## config.mk

```make
export PLATFORM = sky130hd
export DESIGN_NAME = approach_stop_and_turn_controller_flat
export DESIGN_NICKNAME = d
export VERILOG_FILES = /design/src/rtl/core/asc_pkg.sv /design/src/rtl/core/asc_stream_if.sv /design/src/rtl/core/asc_step.sv /design/src/rtl/core/approach_stop_and_turn_controller.sv /design/src/flat_wrapper.sv
export SDC_FILE = /design/constraint.sdc
export NUM_CORES = 1
export LEC_CHECK = 0
export ABC_AREA = 1
export BUFFER_PORTS_ARGS = -buffer_cell sky130_fd_sc_hd__buf_2
export CORE_MARGIN = 5
export CORE_UTILIZATION = 61
export DETAILED_ROUTE_END_ITERATION = 8
export PLACE_DENSITY_LB_ADDON = 0.25
export SLEW_MARGIN = 10
export SYNTH_ARGS = -nofsm -noshare
export SYNTH_HDL_FRONTEND = slang
export SYNTH_HIERARCHICAL = 1
export SYNTH_SLANG_ARGS = --single-unit
```

## constraint.sdc

```tcl
create_clock -name clk_i -period 4.1 [get_ports clk_i]
set_input_delay 0.41 -clock clk_i [delete_from_list [all_inputs] [get_ports clk_i]]
set_output_delay 0.41 -clock clk_i [all_outputs]
set_load 0.005 [all_outputs]
```

## src/rtl/core/asc_pkg.sv

```systemverilog
// Package for the approach, stop and turn controller.
// Holds the phase encoding, register indexes, reset values and payload types.
// No dependencies.
`timescale 1ns / 1ps
`default_nettype none

package asc_pkg;

  typedef enum logic [1:0] {
    PH_FORWARD = 2'd0,
    PH_ROTATE  = 2'd1,
    PH_AWAIT   = 2'd2,
    PH_DONE    = 2'd3
  } phase_e;

  localparam int unsigned CfgIdxW  = 3;
  localparam int unsigned CfgDataW = 16;

  localparam logic [CfgIdxW-1:0] CFG_STOP_DIST  = 3'd0;
  localparam logic [CfgIdxW-1:0] CFG_TURN_AMT   = 3'd1;
  localparam logic [CfgIdxW-1:0] CFG_ATTACH     = 3'd2;
  localparam logic [CfgIdxW-1:0] CFG_FWD_SPEED  = 3'd3;
  localparam logic [CfgIdxW-1:0] CFG_TURN_RATE  = 3'd4;
  localparam logic [CfgIdxW-1:0] CFG_ANGLE_TOL  = 3'd5;
  localparam logic [CfgIdxW-1:0] CFG_PROP_BAND  = 3'd6;

  typedef struct packed {
    logic [15:0]        stop_distance;
    logic signed [15:0] turn_amount;
    logic               attach_flag;
    logic [11:0]        forward_speed;
    logic [13:0]        turn_rate;
    logic [11:0]        angle_tolerance;
    logic [12:0]        proportional_band;
  } cfg_t;

  // 0.3 m, -90 deg, off, 0.5 m/s, 0.8 rad/s, 0.02 rad, 0.3 rad
  localparam cfg_t CFG_RESET = '{
    stop_distance:     16'd300,
    turn_amount:       -16'sd16384,
    attach_flag:       1'b0,
    forward_speed:     12'd500,
    turn_rate:         14'd8344,
    angle_tolerance:   12'd209,
    proportional_band: 13'd3129
  };

  typedef struct packed {
    logic [15:0]        front_distance;
    logic signed [15:0] heading;
    logic               service_done;
  } in_req_t;

  typedef struct packed {
    logic               publish;
    logic [11:0]        linear_cmd;
    logic signed [15:0] angular_cmd;
    logic               service_request;
    logic               request_attach;
    logic [1:0]         phase_out;
    logic               finished;
  } out_res_t;

endpackage

`default_nettype wire

```

## src/rtl/core/asc_stream_if.sv

```systemverilog
// Valid/ready stream interface with a typed payload.
// Used for both the tick request and the result channel; no dependencies.
`timescale 1ns / 1ps
`default_nettype none

interface asc_stream_if #(
  parameter type payload_t = logic
);
  logic     valid;
  logic     ready;
  payload_t payload;

  modport source (output valid, output payload, input ready);
  modport sink   (input valid, input payload, output ready);
endinterface

`default_nettype wire

```

## src/rtl/core/asc_step.sv

```systemverilog
// Per-tick control law: phase transition, target latch and command outputs.
// Purely combinational; depends on asc_pkg.
`timescale 1ns / 1ps
`default_nettype none

module asc_step (
  input  asc_pkg::cfg_t     cfg_i,
  input  asc_pkg::phase_e   phase_i,
  input  logic [15:0]       target_i,
  input  asc_pkg::in_req_t  req_i,
  output asc_pkg::phase_e   phase_o,
  output logic [15:0]       target_o,
  output asc_pkg::out_res_t res_o
);
  import asc_pkg::*;

  logic signed [15:0] err;
  logic [16:0]        err_x;
  logic [16:0]        mag;
  logic               in_tol;
  logic               in_band;

  // heading error wraps modulo a full turn
  assign err     = $signed(target_i - req_i.heading);
  assign err_x   = {err[15], err};
  assign mag     = err[15] ? (17'd0 - err_x) : err_x;
  assign in_tol  = mag < {5'd0, cfg_i.angle_tolerance};
  assign in_band = mag < {4'd0, cfg_i.proportional_band};

  always_comb begin
    phase_o = phase_i;
    target_o = target_i;
    res_o = '0;
    case (phase_i)
      PH_FORWARD: begin
        res_o.publish = 1'b1;
        if (req_i.front_distance <= cfg_i.stop_distance) begin
          target_o = req_i.heading + cfg_i.turn_amount;
          phase_o = PH_ROTATE;
        end else begin
          res_o.linear_cmd = cfg_i.forward_speed;
        end
      end
      PH_ROTATE: begin
        res_o.publish = 1'b1;
        if (in_tol) begin
          phase_o = PH_AWAIT;
          res_o.service_request = 1'b1;
          res_o.request_attach = cfg_i.attach_flag;
        end else if (in_band) begin
          // |err| < 8191 here, so doubling fits in 16 bits
          res_o.angular_cmd = {err[14:0], 1'b0};
        end else if (!err[15] && err != 16'sd0) begin
          res_o.angular_cmd = $signed({2'b00, cfg_i.turn_rate});
        end else begin
          res_o.angular_cmd = $signed(16'd0 - {2'b00, cfg_i.turn_rate});
        end
      end
      PH_AWAIT: begin
        if (req_i.service_done) begin
          phase_o = PH_DONE;
        end
      end
      default: begin
        phase_o = PH_DONE;
      end
    endcase
    res_o.phase_out = phase_o;
    res_o.finished = (phase_o == PH_DONE);
  end

endmodule

`default_nettype wire

```

## src/rtl/core/approach_stop_and_turn_controller.sv

```systemverilog
// Approach, stop and turn controller: one result per control tick request.
// A request is registered, evaluated against the phase and target registers,
// and the result waits in an output register until taken. A new request is
// accepted every cycle while the result path flows; an accepted request passes
// the input register and then the output register. Throughput is set by the
// single evaluation stage, which updates phase and target each tick. The user
// must write configuration through cfg_we_i/cfg_idx_i/cfg_data_i while idle.
// The block does not enforce this. Depends on asc_pkg, asc_stream_if and asc_step.
`timescale 1ns / 1ps
`default_nettype none

module approach_stop_and_turn_controller (
  input  logic                          clk_i,
  input  logic                          rst_ni,
  input  logic                          cfg_we_i,
  input  logic [asc_pkg::CfgIdxW-1:0]   cfg_idx_i,
  input  logic [asc_pkg::CfgDataW-1:0]  cfg_data_i,
  asc_stream_if.sink                    req_i,
  asc_stream_if.source                  res_o
);
  import asc_pkg::*;

  cfg_t     cfg_q;
  phase_e   phase_q, phase_d;
  logic [15:0] tgt_q, tgt_d;
  logic     in_vld_q;
  in_req_t  in_q;
  logic     out_vld_q;
  out_res_t out_q, res_d;
  logic     eval_fire;
  logic     in_fire;

  assign eval_fire   = in_vld_q && (!out_vld_q || res_o.ready);
  assign req_i.ready = !in_vld_q || eval_fire;
  assign in_fire     = req_i.valid && req_i.ready;
  assign res_o.valid = out_vld_q;
  assign res_o.payload = out_q;

  always_ff @(posedge clk_i or negedge rst_ni) begin
    if (!rst_ni) begin
      cfg_q <= CFG_RESET;
    end else if (cfg_we_i) begin
      case (cfg_idx_i)
        CFG_STOP_DIST: cfg_q.stop_distance     <= cfg_data_i;
        CFG_TURN_AMT:  cfg_q.turn_amount       <= $signed(cfg_data_i);
        CFG_ATTACH:    cfg_q.attach_flag       <= cfg_data_i[0];
        CFG_FWD_SPEED: cfg_q.forward_speed     <= cfg_data_i[11:0];
        CFG_TURN_RATE: cfg_q.turn_rate         <= cfg_data_i[13:0];
        CFG_ANGLE_TOL: cfg_q.angle_tolerance   <= cfg_data_i[11:0];
        CFG_PROP_BAND: cfg_q.proportional_band <= cfg_data_i[12:0];
        default: ;
      endcase
    end
  end

  asc_step u_step (
    .cfg_i    (cfg_q),
    .phase_i  (phase_q),
    .target_i (tgt_q),
    .req_i    (in_q),
    .phase_o  (phase_d),
    .target_o (tgt_d),
    .res_o    (res_d)
  );

  always_ff @(posedge clk_i or negedge rst_ni) begin
    if (!rst_ni) begin
      phase_q   <= PH_FORWARD;
      tgt_q     <= '0;
      in_vld_q  <= 1'b0;
      out_vld_q <= 1'b0;
    end else begin
      if (in_fire) begin
        in_vld_q <= 1'b1;
      end else if (eval_fire) begin
        in_vld_q <= 1'b0;
      end
      if (eval_fire) begin
        phase_q   <= phase_d;
        tgt_q     <= tgt_d;
        out_vld_q <= 1'b1;
      end else if (res_o.ready) begin
        out_vld_q <= 1'b0;
      end
    end
  end

  always_ff @(posedge clk_i) begin
    if (in_fire) begin
      in_q <= req_i.payload;
    end
    if (eval_fire) begin
      out_q <= res_d;
    end
  end

  a_done_sticky: assert property (@(posedge clk_i) disable iff (!rst_ni)
    phase_q == PH_DONE |=> phase_q == PH_DONE)
    else $error("completed phase left without reset");

  a_no_skip: assert property (@(posedge clk_i) disable iff (!rst_ni)
    phase_q == PH_FORWARD |=> (phase_q == PH_FORWARD || phase_q == PH_ROTATE))
    else $error("forward phase skipped rotation");

  a_req_phase: assert property (@(posedge clk_i) disable iff (!rst_ni)
    (out_vld_q && out_q.service_request) |->
      (out_q.phase_out == PH_AWAIT && out_q.publish))
    else $error("service request outside rotation completion");

  a_tgt_hold: assert property (@(posedge clk_i) disable iff (!rst_ni)
    (phase_q != PH_FORWARD && !$rose(phase_q == PH_ROTATE)) |=> $stable(tgt_q))
    else $error("target heading changed after latch");

endmodule

`default_nettype wire

```

## src/flat_wrapper.sv

```systemverilog
// flat-port wrapper written by rule: the top's interface ports become plain ports
module approach_stop_and_turn_controller_flat import asc_pkg::*;
  (clk_i, rst_ni, cfg_we_i, cfg_idx_i, cfg_data_i, req_i_valid, req_i_payload, req_i_ready, res_o_valid, res_o_payload, res_o_ready);
  asc_stream_if #(.payload_t(in_req_t)) req_i_i ();
  asc_stream_if #(.payload_t(out_res_t)) res_o_i ();
  input  logic clk_i;
  input  logic rst_ni;
  input  logic cfg_we_i;
  input  logic [asc_pkg::CfgIdxW-1:0] cfg_idx_i;
  input  logic [asc_pkg::CfgDataW-1:0] cfg_data_i;
  input wire logic [$bits(req_i_i.valid)-1:0] req_i_valid;
  input wire logic [$bits(req_i_i.payload)-1:0] req_i_payload;
  output wire logic [$bits(req_i_i.ready)-1:0] req_i_ready;
  output wire logic [$bits(res_o_i.valid)-1:0] res_o_valid;
  output wire logic [$bits(res_o_i.payload)-1:0] res_o_payload;
  input wire logic [$bits(res_o_i.ready)-1:0] res_o_ready;
  assign req_i_i.valid = req_i_valid;
  assign req_i_i.payload = req_i_payload;
  assign req_i_ready = req_i_i.ready;
  assign res_o_valid = res_o_i.valid;
  assign res_o_payload = res_o_i.payload;
  assign res_o_i.ready = res_o_ready;
  approach_stop_and_turn_controller u_core (.clk_i(clk_i), .rst_ni(rst_ni), .cfg_we_i(cfg_we_i), .cfg_idx_i(cfg_idx_i), .cfg_data_i(cfg_data_i), .req_i(req_i_i), .res_o(res_o_i));
endmodule
```

# == Yosys cells after proc, flatten, opt, wreduce, memory -nomap -nowiden ==
# Cells that the tools add are included.
# word_totals
ff_bits,171
input_bits,57
output_inout_bits,36
word_cells,79
# op_classes
addsub,4
order_cmp,3
n_eq_ne,9
muxes,13
n_bitwise,2
reduce_logical,26
# op_table
op,count
2-to-1 mux 16 bit,2
less-than comparator 17 x 12 -> 1 bit,1
less-than comparator 17 x 13 -> 1 bit,1
2-to-1 mux 17 bit,1
subtractor 1 x 16 -> 17 bit (first input constant),1
adder 16 bit,1
less-or-equal comparator 16 bit,1
AND reduction 2 bit,8
nonzero test 16 bit,1
subtractor 16 bit,1
subtractor 1 x 14 -> 15 bit (first input constant),1
equality test 3 bit (second input constant),3
2-to-1 mux 2 bit,4
equality test 3 x 2 -> 1 bit (second input constant),2
one-hot mux 2 bit (3 select lines),1
OR reduction 2 bit,3
2-to-1 mux 1 bit,5
equality test 2 bit (second input constant),2
nonzero test 2 bit,2
equality test 3 x 1 -> 1 bit (second input constant),1
logical AND 1 bit,3
zero test 1 bit,3
zero test 3 bit,1
AND reduction 3 bit,1
5 further kinds,7

# == Longest topological paths before layout ==
# Gate-level depths: netlist of the first run.
# logic_depth
depth_word,7
ltp_mapped,35
ltp_nobuf,33

# == Hierarchy ==
# The synthesis of the first run kept the hierarchy.
# by_module_without_submodules
mod,instances,cells_each,area_each_um2,seq_area_each_um2
approach_stop_and_turn_controller,1,534,6124.6,4647.0
asc_step,1,806,4300.4,0.0

# == Worst setup path before layout of the first run ==
# Ideal clock, no wire load.
# synth_timing
path_type,reg2reg
from,register u_core/in_q[1] (netlist bit)
to,"register u_core.out_q (netlist bit u_core/res_o.payload[10]), data pin"
setup_ns,0.255
t_arrival_ns,3.439
path_slack_ns,0.406
path_stages_with_launch,32
path_buffers,1
synth_period_minus_slack_ns,3.694
cell_sequence,edfxtp_1 > ha_1 > inv_1 > fa_1 > inv_1 > ha_1 > inv_1 > nor2_1 > nand3_1 > nor2_2 > nand2_2 > nand2_1 > xor2_1 > inv_1 > ha_1 > nand2_1 > inv_1 > nor3_1 > nand2_1 > nand2_1 > nand2_1 > nand2_1 > nand2_1 > nand2_1 > nand2_1 > nor2_1 > nand3_1 > nand2_2 > inv_2 > buf_6 > nand2_1 > nor2_1
# synth_via
elab_chain_len,5
word_cells_on_any_way,11
cone_classes,2 x add/sub; 2 x order compare; 3 x mux; 4 x reduce/logical
# synth_rtl
element,line_no,source
"start, declared",approach_stop_and_turn_controller.sv:27,in_req_t in_q;
"start signal, assigned",approach_stop_and_turn_controller.sv:90,in_q <= req_i.payload;
subtractor 16 bit *,asc_step.sv:24,assign err = $signed(target_i - req_i.heading);
"subtractor 1 x 16 -> 17 bit, or another cell as far along",asc_step.sv:26,assign mag = err[15] ? (17'd0 - err_x) : err_x;
2-to-1 mux 17 bit or logical AND 1 bit (tied branches),"asc_step.sv:26, asc_step.sv:53",
"less-than comparator 17 x 13 -> 1 bit, or another cell as far along",asc_step.sv:28,"assign in_band = mag < {4'd0, cfg_i.proportional_band};"
2-to-1 mux 16 bit or OR reduction 2 bit (tied branches),n/a,
"end signal, assigned",approach_stop_and_turn_controller.sv:93,out_q <= res_d;
"end, declared",approach_stop_and_turn_controller.sv:29,"out_res_t out_q, res_d;"
# Every way passes the cells marked *; elsewhere a longest branch is shown, timed or not.
# A chain may end at the register's enable or synchronous reset.

# == Final worst setup path of the first run ==
# layout_timing
from,register u_core.tgt_q[0]
to,"register u_core.out_q (netlist bit u_core/res_o.payload[14]), data pin"
# layout_via
elab_chain_len,5
word_cells_on_any_way,11
cone_classes,2 x add/sub; 2 x order compare; 3 x mux; 4 x reduce/logical
# layout_rtl
element,line_no,source
"start, declared",approach_stop_and_turn_controller.sv:25,"logic [15:0] tgt_q, tgt_d;"
"start signal, assigned",approach_stop_and_turn_controller.sv:80,tgt_q <= tgt_d;
subtractor 16 bit *,asc_step.sv:24,
"subtractor 1 x 16 -> 17 bit, or another cell as far along",asc_step.sv:26,
2-to-1 mux 17 bit or logical AND 1 bit (tied branches),"asc_step.sv:26, asc_step.sv:53",
"less-than comparator 17 x 13 -> 1 bit, or another cell as far along",asc_step.sv:28,
2-to-1 mux 16 bit or OR reduction 2 bit (tied branches),n/a,
# Marked as above.

==> metrics.yaml, run 1 <==
outcome: "finished clean"
grt_max_degree: 43
syn_area_um2: 10400
cts-root-buf: "clkbuf_16"
finalSetupTns_ns: 0
swShare_pct: 44.8
syn2layout_area_growth_pct: 16.4
use_met2_pct: 41.1
synth_top_area_share_pct: 19.3
die_h_um: 141
power.density_nw_per_um2: 774
p_seq_share_pct: 26.8
slew_headroom_pct: 38.9
yosysSeqAreaShare_pct: 44.6
yosys_warnings: 6
syn-num-nets: 1470
pre_cts_slack_ns: -0.0320
die_w_um: 141
crit_type: "register to register"
drc: 0
power_switching_mw: 4.21
pwr-share-comb_pct: 56.7
clk_path_buf_depth: 2
cp-start-kind: "register"
grt_first_pass_wirelength_um: 43100
nets: 1588
gp_congestion: 0.936
synth_top_family_by_area: "simple AND/OR/NAND/NOR gates"
finalHoldViolations: 0
layout_commonest_cell: "nand2_1"
cp.required_ns: 4.29
core_region_area_um2: 16700
yosysUniqueCellTypes: 42
boundaryPins: 93
worst-path-max-fanout: 6
die_area_um2: 19800
synth_compound_area_share_pct: 4.27
fillers: 1266
period_needed_ns: 4.09
drive_gt1_share_pct: 18.3
antenna_cells: 0
clkPwrFrac_pct: 16.4
insertion_delay_ns: 0.43
clk_pin_slew_worst_paths_ns: 0.07
yosys.area_share.adder_pct: 8.91
met1_usage_pct: 38.0
num_vias: 9256
cts.sink_count: 171
netlist_instances: 1340
antenna_found_initial: 0
intPower_mw: 5.18
drtAntennaViolNets: 0
ir_worst_vdd_uv: 413
fp-row-count: 47
synthSimpleGateAreaFrac_pct: 30.9
drv_cap: 0
cts_max_level: 4
tightest_slew_ns: 0.913
holdWs_ns: 0.156
p_leak_nw: 6.37
track_usage_pct: 26.9
busiest_layer: "met2"
drtPass1Iterations: 5
synth-xor-area-share_pct: 3.11
synth.largest_area_cell: "edfxtp_1"
fin_crit_sh_pct: 99.7
grtUsageMet3_pct: 5.55
numCtsBuffers: 17
worst_slack_ns: 0.0109
port_buffers: 92
slew_viol_final: 0
hold_path_class: "primary input to register"
cts_tree: "yes"
mostFrequentLayoutCells: "491 x nand2_1, 167 x inv_1, 111 x nand3_1, 91 x buf_2, 78 x dfrtp_1"
worstPathArrival_ns: 4.28
syn_area_per_cell_um2: 7.78
hpwl_um: 19300
start_util_pct: 62.4
grt-ovfl-total: 0
synthTopCellsByArea: "edfxtp_1 19%, dfrtp_1 19%, nand2_1 18%"
grt_pass1_vias: 8689
clock.fmax_mhz: 245
avgRoutedWirePerCell_um: 15.8
critPathCaptureType: "register"
r2r_slack_ns: 0.01
yosys-mux-area-fraction_pct: 0
routed_wl_um: 26700
finClkSkew_ns: 0.0109
setup_violations: 0
viasPerCell: 5.47
yosys_register_bits: 171
drtIter0Drc: 986
==> sequential cells by signal (all words and copies together), names as in the netlist <==
signal	count
u_core/cfg_q	84
u_core/in_vld_q	1
u_core/res_o.valid	1
u_core/tgt_q	16
u_core/phase_q	2
u_core/res_o.payload	34
u_core/in_q	33
==> cell type report <==
| type | instances | area, µm² | area share, % |
|---|---|---|---|
| clock buffer | 20 | 458 | 3.77 |
| clock inverter | 12 | 97.6 | 0.804 |
| inverter | 179 | 677 | 5.58 |
| multi-input combinational | 954 | 5160 | 42.5 |
| sequential | 171 | 4650 | 38.3 |
| tap | 220 | 275 | 2.27 |
| timing repair buffer | 135 | 826 | 6.80 |
==> power by group through the flow <==
stage               sequential, mW  combinational (mW)  clock [mW]
global route                  2.57                5.92        1.65
detailed placement            2.52                4.60           0
CTS                           2.50                4.67        1.56
floorplan                     2.47                3.32           0
finish                        2.52                5.33        1.54
global placement              2.52                4.48           0
==> cells by family after synthesis <==
| kind of cell | count (synthesis) |
|---|---|
| fa+ha+maj | 73 |
| buf+inv | 216 |
| xor+xnor | 37 |
| compound gates | 80 |
| flops | 171 |
| simple gates | 763 |
==> through the flow <==
step / cell area (µm²) / utilization, % / power (mW) / instances
2_1_floorplan: 10400 / - / 5.79 / 1340
3_3_place_gp: 11200 / 67.1 / 7.00 / 1644
3_5_place_dp: 11200 / 67.1 / 7.12 / 1644
4_1_cts: 11800 / 70.5 / 8.73 / 1677
5_1_grt: 12100 / 72.7 / 10.1 / 1691
6_report: 12100 / 72.7 / 9.39 / 1691
==> synth_stat cells, drive strengths merged <==
master / instances
a21boi: 3
a22o: 1
dfrtp: 78
o221ai: 1
o21ai: 24
xnor2: 10
inv: 179
nor2: 93
nand3b: 6
clkbuf: 15
fa: 2
a21o: 3
dfstp: 26
ha: 71
nand4: 18
a21oi: 39
edfxtp: 67
nor4: 4
o21a: 2
buf: 22
a211oi: 1
o31ai: 1
a211o: 1
nand2: 508
nor3: 12
or2: 1
o21bai: 2
and2: 3
o211ai: 1
nand3: 118
xor2: 27
a31oi: 1
==> worst paths after layout <==
kind / from / to / cells past startpoint
hold reg to reg: u_core/cfg_q[46] / u_core/cfg_q[46] / 2
setup reg to reg: u_core/tgt_q[0] / u_core/res_o.payload[14] / 23
hold / removal: req_i_payload[18] / u_core/in_q[18] / 1
setup / recovery: u_core/tgt_q[0] / u_core/res_o.payload[14] / 23
min in group asynchronous: rst_ni / u_core/cfg_q[83] / 2
max in group asynchronous: rst_ni / u_core/cfg_q[28] / 3
==> metal layers <==
metal	wire [µm]	vias to the layer above
li1	-	4518
met1	11900	4306
met2	12000	376
met3	1990	56
met4	840	0
met5	0	-
==> what timing repair did <==
action	in CTS	in global routing
buffers inserted	0	12
hold buffers	1	0
pin swaps	2	14
gates cloned	0	2
gates resized for setup	2	54
hold endpoints to repair	28	0
endpoints found under the setup margin	8	22
==> critical path: stages (launching register included) <==
cell	delay (ns)
dfrtp_1	0.39
inv_2	0.06
ha_2	0.17
inv_2	0.05
fa_2	0.55
inv_2	0.06
ha_4	0.16
inv_1	0.09
nor2_4	0.04
nand3_2	0.07
nor2_4	0.05
nor2_1	0.19
xor2_1	0.27
ha_1	0.32
a21oi_2	0.16
nor2_1	0.07
a211oi_2	0.21
o21ai_1	0.11
a21oi_1	0.18
buf_4	0.17
nand3_4	0.15
buf_6	0.18
nor2_1	0.10
nor2_1	0.06
Power figures use the tool's default switching activity.
==> run 2, diff against run 1 <==
--- a/config.mk
+++ b/config.mk
@@ -6,10 +6,10 @@
 export NUM_CORES = 1
 export LEC_CHECK = 0
 export ABC_AREA = 1
-export BUFFER_PORTS_ARGS = -buffer_cell sky130_fd_sc_hd__buf_2
 export CORE_MARGIN = 5
-export CORE_UTILIZATION = 61
+export CORE_UTILIZATION = 65
 export DETAILED_ROUTE_END_ITERATION = 8
+export DONT_BUFFER_PORTS = 1
 export PLACE_DENSITY_LB_ADDON = 0.25
 export SLEW_MARGIN = 10
 export SYNTH_ARGS = -nofsm -noshare
==> run 2 against run 1 <==
Compared with the run above: clock power barely moved; die area fell by 5.7%; register-to-register slack improved by 0.08 ns; worst setup slack improved by 0.084 ns; design area fell by 2.2%; flip-flop and latch count did not move; maximum frequency rose by 2.1%.
==> metrics.yaml, run 2 (same netlist as run 1, synthesis figures left out) <==
period_needed_ns: 4.01
cp_top_family: "simple AND/OR/NAND/NOR gates"
critPathCaptureType: "register"
avgRoutedWirePerCell_um: 16.7
finalHoldViolations: 0
slew_viol_final: 0
clk_pin_slew_worst_paths_ns: 0.07
busiest_layer: "met2"
hold_path_class: "primary input to register"
cts_tree: "yes"
worst-path-max-fanout: 6
worst_path_most_repeated_cell: "nand2_1"
mostFrequentLayoutCells: "481 x nand2_1, 159 x inv_1, 109 x nand3_1, 77 x dfrtp_1, 75 x nor2_1"
core_region_area_um2: 15800
die_area_um2: 18700
drtIter0Drc: 872
numCtsBuffers: 17
placed_cell_area_um2: 10700
worstPathArrival_ns: 4.32
clock.fmax_mhz: 250
setup_violations: 0
drc: 0
critPathMaxStageDelay_ns: 0.41
start_util_pct: 65.9
boundaryPins: 93
drive_gt1_share_pct: 14.9
largest_reg_flops: 84
clk_path_buf_depth: 2
port_buffers: 0
utilization_pct: 75.0
fin_crit_sh_pct: 97.7
grtUsageMet3_pct: 4.67
insertion_delay_ns: 0.43
drtPass1Iterations: 6
hpwl_um: 18500
grt-ovfl-total: 0
cp.required_ns: 4.42
num_vias: 8897
fin_area_um2: 11900
cts-root-buf: "clkbuf_16"
finClkSkew_ns: 0.0117
crit_type: "register to register"
ir_worst_vdd_uv: 489
die_w_um: 137
layout_commonest_cell: "nand2_1"
viasPerCell: 5.58
drtAntennaViolNets: 0
met1_usage_pct: 40.2
use_met2_pct: 42.9
grt_first_pass_wirelength_um: 41000
worst_path_max_delay_cell: "edfxtp_1"
slew_headroom_pct: 36.4
syn2layout_area_growth_pct: 13.9
routed_wl_um: 26600
die_h_um: 137
grt_max_degree: 105
nets: 1495
cts.sink_count: 171
cts_max_level: 4
antenna_found_initial: 1
holdWs_ns: 0.0598
outcome: "finished clean"
power.density_nw_per_um2: 816
track_usage_pct: 28.1
drv_cap: 0
fp-row-count: 46
cp-start-kind: "register"
p_leak_nw: 6.01
path_buf_inv: 5
gp_congestion: 0.944
tightest_slew_ns: 0.951
top_register: "u_core/cfg_q"
grt_pass1_vias: 8158
## run 2: cell count changes in the layout (fill, tap and decap cells not counted), moves of 4 or more
cell     previous run  this run
nand2_1           491       481
ha_4                9        16
buf_2              91         0
inv_1             167       159
nand2_2            16        23
inv_2              11        18
ha_1               59        54
buf_4              39        35
## run 2: cell type report
| cell class | count | area, µm² |
|---|---|---|
| flip-flops and latches | 171 | 4650 |
| multi-input cells | 954 | 5310 |
| diodes | 1 | 2.50 |
| clock buffers | 19 | 433 |
| inverters | 179 | 679 |
| well taps | 216 | 270 |
| fillers | 1129 | 3950 |
| repair buffers | 42 | 397 |
| clock inverters | 13 | 136 |
## run 2: through the flow
stage / TNS [ns] / power, mW / cells / setup slack [ns]
floorplan: 0 / 5.79 / 1340 / 0.406
global placement: 0 / 6.93 / 1544 / 0.225
detailed placement: 0 / 7.03 / 1544 / 0.0950
CTS: 0 / 8.65 / 1578 / 0.0656
global route: -1.09 / 10.4 / 1595 / -0.105
finish: 0 / 9.69 / 1595 / 0.0948
## run 2: report_power, final
part | internal (mW) | switching [mW]
registers | 2.26 | 0.308
clock network | 0.806 | 0.741
logic | 2.23 | 3.34
## run 2: worst register-to-register path, delay by kind of cell, from the launching register on
family / cells / cell delay (ns)
and+or+nand+nor: 26 / 2.09
buffers and inverters: 5 / 0.57
adders and majority gates: 2 / 0.52
DFF: 1 / 0.41
AOI/OAI and AO/OA: 1 / 0.17
xor gates and xnor gates: 1 / 0.15
## run 2: what timing repair did
action / CTS / global route
setup endpoints to repair: 0 / 22
hold endpoints to repair: 104 / 0
setup buffers: 0 / 12
hold buffers: 2 / 0
gates resized for setup: 0 / 92
## run 2: path summary, 6_finish.rpt
check / startpoint / to / slack, ns / cells after the start
worst max-delay path: u_core/in_q[5] / u_core/phase_q[0] / 0.09 / 35
worst min-delay path: cfg_data_i[7] / u_core/cfg_q[46] / 0.06 / 2
worst max register to register: u_core/in_q[5] / u_core/phase_q[0] / 0.09 / 35
worst min register to register: u_core/cfg_q[43] / u_core/cfg_q[43] / 0.47 / 2
max in group asynchronous: rst_ni / u_core/tgt_q[1] / 3.11 / 2
min in group asynchronous: rst_ni / u_core/cfg_q[83] / 0.54 / 2
## run 2: metal layers
layer	share of wire [%]	vias up
met3	7.1	59
met4	3.3	0
met5	0	-
met1	43	4150
li1	-	4316
met2	46	372
